## src/tpec_pkg.sv

```systemverilog
// ----------------------------------------------------------------------------
// tpec_pkg
// Shared widths, note thresholds and effect codes for the pattern event
// converter.
// ----------------------------------------------------------------------------
package tpec_pkg;

  localparam int PERIOD_W = 12;
  localparam int NOTE_W   = 6;
  localparam int INS_W    = 7;
  localparam int VOL_W    = 7;
  localparam int FX_W     = 4;
  localparam int PARAM_W  = 8;
  localparam int EVENT_W  = NOTE_W + INS_W + VOL_W + FX_W + PARAM_W;
  localparam int NUM_THR  = 12;

  typedef logic [PERIOD_W-1:0] period_t;
  typedef logic [FX_W-1:0]     fx_t;
  typedef logic [PARAM_W-1:0]  param_t;

  // Upper period bound of each semitone once the period is normalized so
  // that bit 11 is set: floor(13696 * 2^(-(43+2i)/24)).
  localparam period_t NOTE_THR [NUM_THR] = '{
    12'd3955, 12'd3733, 12'd3524, 12'd3326, 12'd3139, 12'd2963,
    12'd2797, 12'd2640, 12'd2492, 12'd2352, 12'd2220, 12'd2095
  };
  // note = 12*shift + 21 + count - 36
  localparam logic [7:0] NOTE_BIAS = 8'd15;

  localparam logic [NOTE_W-1:0]  NOTE_EMPTY  = '1;
  localparam logic [VOL_W-1:0]   VOL_EMPTY   = '1;
  localparam fx_t                FX_EMPTY    = '1;
  localparam param_t             PARAM_EMPTY = '1;

  // Source effect numbers
  localparam fx_t SRC_ARP       = 4'h0;
  localparam fx_t SRC_PORTA_UP  = 4'h1;
  localparam fx_t SRC_PORTA_DN  = 4'h2;
  localparam fx_t SRC_TONE      = 4'h3;
  localparam fx_t SRC_VIB       = 4'h4;
  localparam fx_t SRC_TONE_VS   = 4'h5;
  localparam fx_t SRC_VIB_VS    = 4'h6;
  localparam fx_t SRC_TREM      = 4'h7;
  localparam fx_t SRC_PAN       = 4'h8;
  localparam fx_t SRC_OFFSET    = 4'h9;
  localparam fx_t SRC_VSLIDE    = 4'hA;
  localparam fx_t SRC_JUMP      = 4'hB;
  localparam fx_t SRC_SET_VOL   = 4'hC;
  localparam fx_t SRC_BREAK     = 4'hD;
  localparam fx_t SRC_EXT       = 4'hE;
  localparam fx_t SRC_SPEED     = 4'hF;

  // Source extended sub-commands
  localparam fx_t SX_FILTER     = 4'h0;
  localparam fx_t SX_FINE_UP    = 4'h1;
  localparam fx_t SX_FINE_DN    = 4'h2;
  localparam fx_t SX_GLISS      = 4'h3;
  localparam fx_t SX_VIB_WAVE   = 4'h4;
  localparam fx_t SX_FINETUNE   = 4'h5;
  localparam fx_t SX_LOOP       = 4'h6;
  localparam fx_t SX_TREM_WAVE  = 4'h7;
  localparam fx_t SX_PAN        = 4'h8;
  localparam fx_t SX_RETRIG     = 4'h9;
  localparam fx_t SX_FVOL_UP    = 4'hA;
  localparam fx_t SX_FVOL_DN    = 4'hB;
  localparam fx_t SX_CUT        = 4'hC;
  localparam fx_t SX_DELAY      = 4'hD;
  localparam fx_t SX_PDELAY     = 4'hE;
  localparam fx_t SX_INV_LOOP   = 4'hF;

  // Target effect numbers
  localparam fx_t DST_SPEED     = 4'd0;
  localparam fx_t DST_VIB       = 4'd1;
  localparam fx_t DST_BREAK     = 4'd2;
  localparam fx_t DST_PORTA_DN  = 4'd3;
  localparam fx_t DST_PORTA_UP  = 4'd4;
  localparam fx_t DST_ARP       = 4'd6;
  localparam fx_t DST_PAN       = 4'd7;
  localparam fx_t DST_MISC      = 4'd8;
  localparam fx_t DST_JUMP      = 4'd9;
  localparam fx_t DST_TREM      = 4'd10;
  localparam fx_t DST_VSLIDE    = 4'd11;
  localparam fx_t DST_EXT       = 4'd12;
  localparam fx_t DST_TONE      = 4'd13;
  localparam fx_t DST_OFFSET    = 4'd14;

  // Target misc-group sub-commands (upper parameter nibble)
  localparam fx_t MSC_VIBVS_UP  = 4'd0;
  localparam fx_t MSC_VIBVS_DN  = 4'd1;
  localparam fx_t MSC_TONVS_UP  = 4'd2;
  localparam fx_t MSC_TONVS_DN  = 4'd3;
  localparam fx_t MSC_INV_LOOP  = 4'd4;
  localparam fx_t MSC_FILTER    = 4'd5;

  // Target extended sub-commands (upper parameter nibble)
  localparam fx_t EXT_FINE_UP   = 4'd0;
  localparam fx_t EXT_FINE_DN   = 4'd1;
  localparam fx_t EXT_FVOL_UP   = 4'd2;
  localparam fx_t EXT_FVOL_DN   = 4'd3;
  localparam fx_t EXT_VIB_WAVE  = 4'd4;
  localparam fx_t EXT_TREM_WAVE = 4'd5;
  localparam fx_t EXT_RETRIG    = 4'd6;
  localparam fx_t EXT_CUT       = 4'd7;
  localparam fx_t EXT_DELAY     = 4'd8;
  localparam fx_t EXT_LOOP      = 4'd11;
  localparam fx_t EXT_PDELAY    = 4'd12;

  // Two BCD digits of a value 0..64; tens by multiply-shift (exact below 69).
  function automatic param_t to_bcd(input logic [6:0] v);
    logic [10:0] prod;
    logic [3:0]  tens;
    logic [6:0]  t10;
    logic [6:0]  ones;
    prod = {4'b0, v} * 11'd13;
    tens = prod[10:7];
    t10  = {3'b0, tens} * 7'd10;
    ones = v - t10;
    return {tens, ones[3:0]};
  endfunction

endpackage

```

## src/tracker_pattern_event_converter_core.sv

```systemverilog
// ----------------------------------------------------------------------------
// tracker_pattern_event_converter_core
// Repacks one four-byte tracker pattern event into a 32-bit event word.
// ----------------------------------------------------------------------------
//
//  channel  | ports                                  | transfer
//  ---------+----------------------------------------+---------------------------
//  input    | start, busy, in_event_byte0..3         | start high, busy low
//  result   | out_strobe, out_packed_event           | every cycle out_strobe high
//
//  One event per clock while busy is low. The event bytes land in the input
//  register, the conversion settles between that and the result register,
//  and the result shows for one cycle with out_strobe.
//  Reset (rst_n low, synchronous) clears both valid flags and holds busy
//  high; busy drops in the cycle after reset is released and stays low.
//  The receiver cannot stall; the pipe never holds an event back.
//
module tracker_pattern_event_converter_core
  import tpec_pkg::*;
(
  input  logic               clk,
  input  logic               rst_n,
  input  logic               start,
  output logic               busy,
  input  logic [7:0]         in_event_byte0,
  input  logic [7:0]         in_event_byte1,
  input  logic [7:0]         in_event_byte2,
  input  logic [7:0]         in_event_byte3,
  output logic               out_strobe,
  output logic [EVENT_W-1:0] out_packed_event
);

  // --------------------------------------------------------------------------
  // Input register
  // --------------------------------------------------------------------------
  logic       busy_r;
  logic       in_vld_r;
  logic [7:0] b0_r, b1_r, b2_r, b3_r;
  logic       accept;

  assign busy   = busy_r;
  assign accept = start && !busy_r;

  always_ff @(posedge clk) begin
    if (!rst_n) begin
      busy_r   <= 1'b1;
      in_vld_r <= 1'b0;
    end else begin
      busy_r   <= 1'b0;
      in_vld_r <= accept;
    end
  end

  always_ff @(posedge clk) begin
    if (accept) begin
      b0_r <= in_event_byte0;
      b1_r <= in_event_byte1;
      b2_r <= in_event_byte2;
      b3_r <= in_event_byte3;
    end
  end

  // --------------------------------------------------------------------------
  // Field split
  // --------------------------------------------------------------------------
  period_t          period;
  logic [7:0]       ins_raw;
  logic [INS_W-1:0] ins;
  fx_t              fx;
  param_t           par;
  fx_t              par_hi;
  fx_t              par_lo;

  assign period  = {b0_r[3:0], b1_r};
  assign ins_raw = {b0_r[7:4], b2_r[7:4]} - 8'd1;   // instrument zero wraps
  assign ins     = ins_raw[INS_W-1:0];
  assign fx      = b2_r[3:0];
  assign par     = b3_r;
  assign par_hi  = par[7:4];
  assign par_lo  = par[3:0];

  // --------------------------------------------------------------------------
  // Period to note
  // Normalize the period so bit 11 is set; each left shift is one octave
  // (12 semitones). Within the octave the semitone is the count of
  // thresholds the normalized period does not exceed.
  // --------------------------------------------------------------------------
  logic [3:0]        lz;
  period_t           pnorm;
  logic [3:0]        thr_cnt;
  logic [7:0]        note_sum;
  logic [NOTE_W-1:0] note;

  always_comb begin
    lz = 4'd0;
    for (int i = 0; i < PERIOD_W; i++) begin
      if (period[i]) lz = 4'(PERIOD_W - 1 - i);
    end
  end

  assign pnorm = period << lz;

  always_comb begin
    thr_cnt = 4'd0;
    for (int i = 0; i < NUM_THR; i++) begin
      thr_cnt = thr_cnt + {3'b0, (pnorm <= NOTE_THR[i])};
    end
  end

  assign note_sum = ({4'b0, lz} << 3) + ({4'b0, lz} << 2) + {4'b0, thr_cnt} - NOTE_BIAS;
  assign note     = (period == '0) ? NOTE_EMPTY : note_sum[NOTE_W-1:0];

  // --------------------------------------------------------------------------
  // Panning scale: floor(x*64/255) = (64x + x/4 + 1) >> 8 for byte x
  // --------------------------------------------------------------------------
  logic [14:0] pan_sum;
  logic [6:0]  pan_v;

  assign pan_sum = {1'b0, par, 6'b0} + {9'b0, par[7:2]} + 15'd1;
  assign pan_v   = pan_sum[14:8];

  // --------------------------------------------------------------------------
  // Effect remap
  // --------------------------------------------------------------------------
  fx_t              fx_out;
  param_t           par_out;
  logic [VOL_W-1:0] vol;

  always_comb begin
    fx_out  = fx;
    par_out = par;
    vol     = VOL_EMPTY;
    unique case (fx)
      SRC_ARP: begin
        if (par != '0) begin
          fx_out = DST_ARP;
        end else begin
          fx_out  = FX_EMPTY;
          par_out = PARAM_EMPTY;
        end
      end
      SRC_PORTA_UP: fx_out = DST_PORTA_UP;
      SRC_PORTA_DN: fx_out = DST_PORTA_DN;
      SRC_TONE:     fx_out = DST_TONE;
      SRC_VIB:      fx_out = DST_VIB;
      SRC_TONE_VS: begin
        fx_out  = DST_MISC;
        par_out = (par_lo != '0) ? {MSC_TONVS_DN, par_lo} : {MSC_TONVS_UP, par_hi};
      end
      SRC_VIB_VS: begin
        fx_out  = DST_MISC;
        par_out = (par_lo != '0) ? {MSC_VIBVS_DN, par_lo} : {MSC_VIBVS_UP, par_hi};
      end
      SRC_TREM: fx_out = DST_TREM;
      SRC_PAN: begin
        fx_out  = DST_PAN;
        par_out = to_bcd(pan_v);
      end
      SRC_OFFSET: fx_out = DST_OFFSET;
      SRC_VSLIDE: fx_out = DST_VSLIDE;
      SRC_JUMP:   fx_out = DST_JUMP;
      SRC_SET_VOL: begin
        vol     = par[VOL_W-1:0];
        fx_out  = FX_EMPTY;
        par_out = PARAM_EMPTY;
      end
      SRC_BREAK: fx_out = DST_BREAK;
      SRC_EXT: begin
        fx_out = DST_EXT;
        unique case (par_hi) inside
          SX_FILTER: begin
            fx_out  = DST_MISC;
            par_out = {MSC_FILTER, par_lo};
          end
          SX_FINE_UP:   par_out = {EXT_FINE_UP, par_lo};
          SX_FINE_DN:   par_out = {EXT_FINE_DN, par_lo};
          SX_GLISS, SX_FINETUNE: begin
            fx_out  = FX_EMPTY;
            par_out = PARAM_EMPTY;
          end
          SX_VIB_WAVE:  par_out = {EXT_VIB_WAVE, par_lo};
          SX_LOOP:      par_out = {EXT_LOOP, par_lo};
          SX_TREM_WAVE: par_out = {EXT_TREM_WAVE, par_lo};
          SX_PAN: begin
            fx_out  = DST_PAN;
            par_out = to_bcd({1'b0, par_lo, 2'b0});
          end
          SX_RETRIG:    par_out = {EXT_RETRIG, par_lo};
          SX_FVOL_UP:   par_out = {EXT_FVOL_UP, par_lo};
          SX_FVOL_DN:   par_out = {EXT_FVOL_DN, par_lo};
          SX_CUT:       par_out = {EXT_CUT, par_lo};
          SX_DELAY:     par_out = {EXT_DELAY, par_lo};
          SX_PDELAY:    par_out = {EXT_PDELAY, par_lo};
          SX_INV_LOOP: begin
            fx_out  = DST_MISC;
            par_out = {MSC_INV_LOOP, par_lo};
          end
          default: begin
            fx_out  = FX_EMPTY;
            par_out = PARAM_EMPTY;
          end
        endcase
      end
      SRC_SPEED: fx_out = DST_SPEED;
      default:   fx_out = DST_SPEED;
    endcase
  end

  // --------------------------------------------------------------------------
  // Result register
  // --------------------------------------------------------------------------
  logic               out_strobe_r;
  logic [EVENT_W-1:0] out_event_r;

  always_ff @(posedge clk) begin
    if (!rst_n) begin
      out_strobe_r <= 1'b0;
    end else begin
      out_strobe_r <= in_vld_r;
    end
  end

  always_ff @(posedge clk) begin
    if (in_vld_r) begin
      out_event_r <= {par_out, fx_out, vol, ins, note};
    end
  end

  assign out_strobe       = out_strobe_r;
  assign out_packed_event = out_event_r;

endmodule

```

## config.mk

```make
export PLATFORM = sky130hd
export DESIGN_NAME = tracker_pattern_event_converter_core
export DESIGN_NICKNAME = d
export VERILOG_FILES = /design/src/tpec_pkg.sv /design/src/tracker_pattern_event_converter_core.sv
export SDC_FILE = /design/constraint.sdc
export NUM_CORES = 1
export LEC_CHECK = 0
export BUFFER_PORTS_ARGS = -buffer_cell sky130_fd_sc_hd__buf_4
export CORE_AREA = 2 2 86 122
export DETAILED_ROUTE_END_ITERATION = 6
export DIE_AREA = 0 0 88 124
export PLACE_DENSITY = 0.78
export SLEW_MARGIN = 10
export SYNTH_ARGS = -nofsm -noshare
export SYNTH_HDL_FRONTEND = slang
export SYNTH_SLANG_ARGS = --single-unit
```

## constraint.sdc

```tcl
create_clock -name clk -period 7.1 [get_ports clk]
set_input_delay 0.71 -clock clk [delete_from_list [all_inputs] [get_ports clk]]
set_output_delay 0.71 -clock clk [all_outputs]
set_load 0.1 [all_outputs]
```

==> results of run 1 <==
-- worst max-delay path, delay by kind of cell (launching register included) --
family | cells | cell delay, ns
simple gates | 5 | 1.67
compound gates | 7 | 1.26
flops | 1 | 0.43
buf+inv | 4 | 0.43
fa+ha+maj | 5 | 2.50
xor+xnor | 1 | 0.16
-- state kept, by name (all words and copies together) (netlist names) --
register,flops
out_packed_event,32
b1_r,8
b2_r,8
b3_r,8
b0_r,7
busy,1
in_vld_r,1
out_strobe,1
-- power by group through the flow --
| stage | Clock, W | Combinational (W) | Sequential, W |
|---|---|---|---|
| finish | 0.000517 | 0.000443 | 0.000480 |
| global route | 0.000542 | 0.000486 | 0.000483 |
| CTS | 0.000526 | 0.000442 | 0.000480 |
| detailed placement | 0 | 0.000438 | 0.000488 |
| global placement | 0 | 0.000421 | 0.000487 |
| floorplan | 0 | 0.000257 | 0.000553 |
-- per-stage QoR --
| step | worst slack, ns | cell area, sq um | util |
|---|---|---|---|
| after floorplan | 0.9320 | 5295 | - |
| after global placement | 0.4213 | 5987 | 0.6148 |
| after detailed placement | 0.2346 | 5987 | 0.6148 |
| after CTS | 0.2068 | 6337 | 0.6508 |
| after global routing | -0.003026 | 6364 | 0.6535 |
| final | 0.3864 | 6364 | 0.6535 |
-- layer usage --
metal / GRT usage / vias up
met2: 0.4920 / 203
met1: 0.2746 / 2182
met3: 0.03579 / 49
met4: 0.1279 / 0
li1: - / 2186
met5: 0 / -
-- Yosys cell counts (4+ instances only) --
library cell,n,share of area
ha_1,40,0.095
a21oi_1,36,0.034
o211ai_1,4,0.0057
a21o_1,6,0.0085
nand3_1,14,0.013
o31ai_1,7,0.0099
inv_1,51,0.036
fa_1,12,0.045
xor2_1,9,0.015
a211oi_1,5,0.0071
nand2_1,40,0.028
nor4_1,7,0.0083
nor3_1,21,0.020
edfxtp_1,63,0.36
nand4_1,6,0.0071
clkbuf_1,15,0.011
nor2_1,47,0.033
nand2b_1,6,0.0071
nor2b_1,12,0.014
buf_2,9,0.0085
a31oi_1,6,0.0071
xnor2_1,14,0.023
o21ai_0,30,0.028
-- final timing paths --
kind,cells past startpoint,startpoint,end
max,22,b0_r[3],out_packed_event[5]
min,2,rst_n,busy
max reg2reg,22,b0_r[3],out_packed_event[5]
min reg2reg,1,b0_r[6],out_packed_event[12]
-- kinds of logic (layout without fill, tap and decap cells) --
logic type	count (synthesis)	in the layout	synth area share
muxes	5	5	0.01063
buffers and inverters	80	155	0.06049
and+or+nand+nor	177	178	0.1708
DFF	66	66	0.3686
adders and majority gates	52	52	0.1399
xor gates and xnor gates	23	23	0.03804
AOI/OAI and AO/OA	151	151	0.2115
-- layout make-up --
| type | count | area, sq um | area share |
|---|---|---|---|
| multi-input cells | 409 | 3052 | 0.4796 |
| flip-flops and latches | 66 | 1952 | 0.3067 |
| repair buffers | 85 | 638.1 | 0.1003 |
| clock buffers | 9 | 225.2 | 0.03539 |
| inverters | 54 | 202.7 | 0.03185 |
| well taps | 135 | 168.9 | 0.02654 |
| clock inverters | 7 | 125.1 | 0.01966 |
==> qor.csv, run 1 <==
metric,value,unit
root_buffer,clkbuf_16,
grt_max_degree,33,
pwr-share-comb,0.308,
area_growth,20.18,%
start_util,0.5437,
fin_cells,765,
cts_resized,0,
ys.flop_type,edfxtp_1,
fin_crit,6.714,ns
die_h,124,um
cp-end-kind,register,
diodes,0,
ys_warn_count,0,
ios,69,
drv_slew,0,
wl_met2,7.528,mm
cts_tree,built,
syn-instance-count,554,
fin_skew,0.009839,ns
p_seq_frac,0.333,
synth_area,5295,sq um
swShare,0.3231,
fillers,759,
clock_sink_count,66,
avgSynthCellArea,9.558,sq um
cpMaxStageDelayCell,or4_4,
p_int,0.0009754,W
path_common_cell,fa_1,
clk_latency,0.34,ns
first_pass_iters,5,
numCtsBuffers,9,
reg2reg_setup_slack,0.39,ns
relSlewSlack,0.2239,
fin_crit_sh,0.9456,
max_freq,149.0,MHz
wl_per_cell,17.89,um
ys_types,84,
ir_drop,0.1416,mV
max-clock-path-buffers,2,
critPathMaxFanout,10,
mostFrequentLayoutCells,"buf_4 (85), edfxtp_1 (63), inv_1 (51)",
synth_nets,641,
die_width,88,um
worstPathCellList,"buf_4, or4_4, nor2_4, inv_2, o32ai_4, a2111oi_4, or4_1, or4_1, o32ai_1, fa_1, fa_1, fa_1, inv_1, fa_1, inv_1, fa_1, a21o_1, a21oi_1, nor2b_1, o21ai_0, xnor2_1, o21ai_0",
drtIter0Drc,264,
cp-start-kind,register,
whs,0.5419,ns
layout.nets,712,
htree_levels,3,
hold_violations,0,
path_class,reg -> reg,
async_flop_share,0,
gp_congestion,0.9988,
crit_arrival,6.79,ns
status,"finished, final reports clean",
tns,0,ns
cts_hold_buffers,0,
grt_use_total,0.2595,
yosysSeqAreaShare,0.3686,
overflow,0,
antenna_found_initial,0,
pwr_density_cell,226.4,nW/um^2
grt_pass1_vias,4493,
drive_gt1_frac,0.2111,
antenna_left,0,
leakagePower,2.602,nW
port_buffers,67,
postCtsSetupRepairBufs,0,
power,0.001441,W
p_sw,0.0004655,W
cap_violations,0,
top_layer,met4,
via_per_inst,6.039,
core.rowCount,43,
synth.ff_latch_count,66,
vias,4620,
grt_pass1_wl,21.69,mm
placedCellCount,748,
synth_edf_count,63,
setup_viol_count_final,0,
final_common_cell,buf_4,
critPathRequiredTime,7.17,ns
pwr-share-clk,0.359,
route.met3.wl,709,um
routed_wirelength,13.69,mm
critPathMaxStageDelay,0.58,ns
path_clk_slew,0.06,ns
routedLengthMet1,4.865,mm
coreArea,9738,sq um
drc,0,
min_path_type,in -> reg,
worstMarginPinSlew,1.155,ns
die-area,10910,sq um
dp_hpwl,10.31,mm
(Power assumes the default switching activity.)
==> run 2: changes to the inputs <==
--- a/config.mk
+++ b/config.mk
@@ -6,10 +6,10 @@
 export NUM_CORES = 1
 export LEC_CHECK = 0
 export BUFFER_PORTS_ARGS = -buffer_cell sky130_fd_sc_hd__buf_4
-export CORE_AREA = 2 2 86 122
+export CORE_AREA = 2 2 101 142
 export DETAILED_ROUTE_END_ITERATION = 6
-export DIE_AREA = 0 0 88 124
-export PLACE_DENSITY = 0.78
+export DIE_AREA = 0 0 103 144
+export PLACE_DENSITY = 0.63
 export SLEW_MARGIN = 10
 export SYNTH_ARGS = -nofsm -noshare
 export SYNTH_HDL_FRONTEND = slang
==> constraint.sdc (replaced) <==
create_clock -name clk -period 5.6 [get_ports clk]
set_input_delay 0.56 -clock clk [delete_from_list [all_inputs] [get_ports clk]]
set_output_delay 0.56 -clock clk [all_outputs]
set_load 0.1 [all_outputs]
==> qor.csv, run 2 (synthesized netlist as in run 1, its figures left out) <==
metric,value,unit
cp_top_family,adder cells,
fin_cells,904,
ir_drop,0.1605,mV
violations,setup timing,
use_met2,0.4122,
layout.nets,801,
utilization,0.5222,
area_growth,34.66,%
largest_reg_flops,32,
clock_sink_count,66,
gp_congestion,0.9512,
path_clk_slew,0.06,ns
pwr-share-clk,0.313,
root_buffer,clkbuf_16,
leakagePower,3.029,nW
p_seq_frac,0.332,
critPathRequiredTime,5.68,ns
via_per_inst,5.410,
fillers,1290,
globalRouteMet3Util,0.02320,
grt_pass1_vias,4921,
pwr_density_cell,254.7,nW/um^2
worstPathCellList,"or4_4, nor2_4, inv_2, o32ai_4, a2111oi_4, or4_4, or4_4, o32ai_4, fa_1, fa_1, fa_1, inv_2, fa_1, inv_2, fa_2, inv_2, fa_2, inv_1, a21o_1, a21oi_2, xor2_1, nand2_1",
drtIter0Drc,191,
numCtsBuffers,9,
core.rowCount,51,
coreArea,13660,sq um
worstMarginPinSlew,1.118,ns
grt_max_degree,33,
drv_slew,0,
area.sequential,1952,sq um
hold_violations,0,
path_class,reg -> reg,
relSlewSlack,0.2490,
path_buf_inv,5,
crit_arrival,6.36,ns
fin_skew,0.005812,ns
port_buffers,67,
multi_input_area,3113,sq um
critPathMaxFanout,6,
status,"complete, but fails checks",
busiest_layer,met2,
setup_viol_count_final,6,
pwr-share-comb,0.356,
grt_pass1_wl,24.44,mm
fin_crit_sh,1.122,
max-clock-path-buffers,2,
setup_ws,-0.6837,ns
fin_crit,6.284,ns
rsz0062_at_grt,yes,
first_pass_iters,5,
die_h,144,um
routed_wirelength,15.30,mm
die-area,14830,sq um
max_freq,159.1,MHz
ios,69,
dp_hpwl,12.37,mm
cts_hold_buffers,0,
die_width,103,um
overflow,0,
mostFrequentLayoutCells,"buf_4 (173), edfxtp_1 (63), inv_1 (48)",
diodes,0,
clk_latency,0.33,ns
wl_per_cell,16.92,um
cap_violations,0,
cp-end-kind,register,
critPathMaxStageDelay,0.58,ns
min_path_type,in -> reg,
drive_gt1_frac,0.3282,
placedCellCount,879,
cts_tree,built,
start_util,0.3878,
grt_use_total,0.2140,
p_sw,0.0006130,W
htree_levels,3,
cpMaxStageDelayCell,or4_4,
vias,4891,
groute.layer.met1.usage,0.2267,
antenna_found_initial,0,
cp-start-kind,register,
p_int,0.001203,W
final_common_cell,buf_4,
antenna_left,0,
swShare,0.3376,
drc,0,
## run 2: cell types whose count changed in the layout (fill, tap and decap cells not counted), moves of 3 or more
cell	delta
inv_1	-3
o21ai_1	+3
buf_4	+88
inv_2	+3
## run 2: layer usage
layer  part of all wire  routed length (um)  vias to the layer above
met3              0.027                 409                       48
li1                   -                   -                     2360
met1               0.36                5577                     2349
met4              0.038                 587                        0
met5                  0                   0                        -
met2               0.57                8724                      134
## run 2: worst register-to-register path: stages, from the launching register on
cell	delay, ns
edfxtp_1	0.48
or4_4	0.58
nor2_4	0.15
inv_2	0.06
o32ai_4	0.29
a2111oi_4	0.12
or4_4	0.42
or4_4	0.51
o32ai_4	0.13
fa_1	0.47
fa_1	0.49
fa_1	0.50
inv_2	0.04
fa_1	0.55
inv_2	0.04
fa_2	0.36
inv_2	0.07
fa_2	0.19
inv_1	0.04
a21o_1	0.15
a21oi_2	0.13
xor2_1	0.18
nand2_1	0.07
## run 2: timing repair
item / in CTS / in global routing
resized for setup: 7 / 7
endpoints found under the setup margin: 6 / 6
pin swaps: 12 / 9
setup buffers: 3 / 6
## run 2: final cells by class
type	instances	area share
Clock buffer	9	0.03158
Tap cell	185	0.03246
Timing Repair Buffer	175	0.1865
Multi-Input combinational cell	408	0.4366
Inverter	54	0.02843
Sequential cell	66	0.2737
Clock inverter	7	0.01070
## run 2: worst paths after layout
path / start / slack, ns / cells after the start / endpoint
worst min-delay path: in_event_byte2[1] / 0.40 / 1 / b2_r[1]
worst min register to register: b0_r[6] / 0.58 / 1 / out_packed_event[12]
worst max-delay path: b0_r[0] / -0.68 / 22 / out_packed_event[4]
worst max register to register: b0_r[0] / -0.68 / 22 / out_packed_event[4]
## run 2: metrics by stage
step | instance area, sq um | setup slack, ns | hold slack [ns] | power, W | setup TNS, ns
after floorplan | 5325 | -0.5416 | 0.5468 | 0.001040 | -1.763
after global placement | 6688 | -0.6566 | 0.5546 | 0.001227 | -2.680
after detailed placement | 6688 | -0.7456 | 0.5692 | 0.001244 | -3.006
after CTS | 7052 | -0.6831 | 0.3889 | 0.001824 | -2.634
after global routing | 7131 | -0.9455 | 0.3938 | 0.001919 | -4.203
final | 7131 | -0.6837 | 0.4011 | 0.001816 | -2.608
## run 2: power by group through the flow
stage / Clock (W) / Sequential, W / Combinational, W
floorplan: 0 / 0.000702 / 0.000338
global placement: 0 / 0.000611 / 0.000616
detailed placement: 0 / 0.000612 / 0.000632
CTS: 0.000583 / 0.000602 / 0.000639
global route: 0.000599 / 0.000605 / 0.000714
finish: 0.000568 / 0.000602 / 0.000646
==> run 3: changes to the inputs <==
==> constraint.sdc (replaced) <==
create_clock -name clk -period 5.6 [get_ports clk]
set_input_delay 0.84 -clock clk [delete_from_list [all_inputs] [get_ports clk]]
set_output_delay 0.84 -clock clk [all_outputs]
set_load 0.1 [all_outputs]
==> qor.csv, run 3 (synthesized netlist as in run 1, its figures left out) <==
metric,value,unit
status,"complete, but fails checks",
violations,setup timing,
route.met3.wl,439,um
die_width,103,um
port_buffers,67,
cap_violations,0,
drc,0,
grt_use_total,0.2056,
hold_start,b0_r[6],
rr_endpoint,out_packed_event[4],
final_common_cell,buf_4,
gp_congestion,0.9783,
fin_cells,901,
start_util,0.3878,
drtIter0Drc,179,
reg2reg_setup_slack,-0.56,ns
area_growth,35.21,%
grt_max_degree,33,
r2r-start,b0_r[3],
cts_hold_buffers,0,
vias,4814,
pwr_density_cell,258.4,nW/um^2
leakagePower,3.030,nW
core.rowCount,51,
root_buffer,clkbuf_16,
placedCellCount,878,
path_class,reg -> reg,
whs,0.5787,ns
die-area,14830,sq um
dp_hpwl,12.02,mm
path_clk_slew,0.06,ns
wl_met2,8.208,mm
routed_wirelength,14.79,mm
ios,69,
crit_arrival,6.23,ns
hold_violations,0,
max-clock-path-buffers,2,
cp-start-kind,register,
drv_slew,0,
overflow,0,
rsz0062_at_grt,yes,
critPathMaxFanout,10,
fin_crit,6.161,ns
antenna_left,0,
clk_latency,0.33,ns
cts_tree,built,
coreArea,13660,sq um
drive_gt1_frac,0.3366,
max_freq,162.3,MHz
cp-end-kind,register,
whs_endpoint,out_packed_event[12],
wl_per_cell,16.42,um
via_per_inst,5.343,
top_layer,met4,
critPathRequiredTime,5.67,ns
fin_skew,0.006337,ns
ir_drop,0.1432,mV
antenna_found_initial,0,
worstMarginPinSlew,1.109,ns
largest_reg_flops,32,
reg2reg_depth,22,
fin_crit_sh,1.100,
grt_pass1_vias,4857,
min_path_type,reg -> reg,
die_h,144,um
layout.nets,798,
whs_path_depth,1,
setup_viol_count_final,5,
htree_levels,3,
fillers,1286,
setup_ws,-0.5605,ns
diodes,0,
relSlewSlack,0.2547,
grt_pass1_wl,23.56,mm
routedLengthMet1,5.573,mm
mostFrequentLayoutCells,"buf_4 (171), edfxtp_1 (63), inv_1 (48)",
first_pass_iters,4,
numCtsBuffers,9,
clock_sink_count,66,
## run 3: cell types whose count changed in the layout (fill, tap and decap cells not counted), sizes merged
cell and change:
buf -3, clkinv +1, clkinvlp -2, bufinv +1
## run 3: worst max-delay path, stage by stage (launching register included)
cell and delay, ns:
edfxtp_1 0.41, buf_4 0.20, nor3_4 0.37, mux2_4 0.35, o32ai_4 0.15, a2111oi_4 0.12, or4_4 0.43, or4_4 0.51
o32ai_4 0.14, fa_1 0.47, fa_1 0.47, fa_1 0.51, inv_2 0.04, fa_1 0.54, inv_2 0.04, fa_2 0.36
inv_2 0.07, fa_2 0.20, inv_1 0.04, a21o_1 0.15, a21oi_2 0.12, xor2_1 0.14, nand2_1 0.06
## run 3: stage by stage
step / power [W] / setup slack (ns) / utilization / TNS, ns / cell area (sq um)
CTS: 0.001852 / -0.6139 / 0.5177 / -2.369 / 7069
global route: 0.001952 / -0.8679 / 0.5243 / -3.633 / 7159
detailed placement: 0.001236 / -0.7410 / 0.4901 / -3.097 / 6693
global placement: 0.001222 / -0.6571 / 0.4901 / -2.557 / 6693
floorplan: 0.001040 / -0.5416 / - / -1.763 / 5325
finish: 0.001850 / -0.5605 / 0.5243 / -2.070 / 7159
## run 3: repair_timing
item | in CTS | in global routing
pin swaps | 11 | 11
setup buffers | 4 | 3
resized for setup | 4 | 17
endpoints found under the setup margin | 6 | 6
## run 3: worst max-delay path by stage
stage	start	end	slack (ns)	cells after the start
floorplan	b1_r[7]	out_packed_event[4]	-0.54	22
global placement	b0_r[2]	out_packed_event[4]	-0.66	22
detailed placement	b0_r[2]	out_packed_event[4]	-0.74	22
CTS	b0_r[0]	out_packed_event[4]	-0.61	22
global route	b0_r[0]	out_packed_event[4]	-0.87	24
finish	b0_r[3]	out_packed_event[4]	-0.56	22
## run 3: layer usage
| layer | vias to the layer above | GRT usage |
|---|---|---|
| met2 | 134 | 0.3800 |
| met5 | - | 0 |
| met1 | 2282 | 0.2253 |
| met3 | 36 | 0.02610 |
| met4 | 0 | 0.1039 |
| li1 | 2362 | - |
## run 3: power by group
group / switching (W) / internal [W] / leakage (nW) / total [W]
sequential: 0.0000202 / 0.000583 / 0.615 / 0.000603
clock: 0.000211 / 0.000393 / 0.160 / 0.000604
combinational: 0.000369 / 0.000274 / 2.25 / 0.000643
## run 3: area by class of cell
| class | count | area [sq um] | share of cell area |
|---|---|---|---|
| Multi-Input combinational cell | 408 | 3144 | 0.4392 |
| Sequential cell | 66 | 1952 | 0.2726 |
| Timing Repair Buffer | 172 | 1304 | 0.1821 |
| Tap cell | 185 | 231.5 | 0.03233 |
| Clock buffer | 9 | 225.2 | 0.03146 |
| Inverter | 54 | 202.7 | 0.02831 |
| Clock inverter | 7 | 100.1 | 0.01398 |
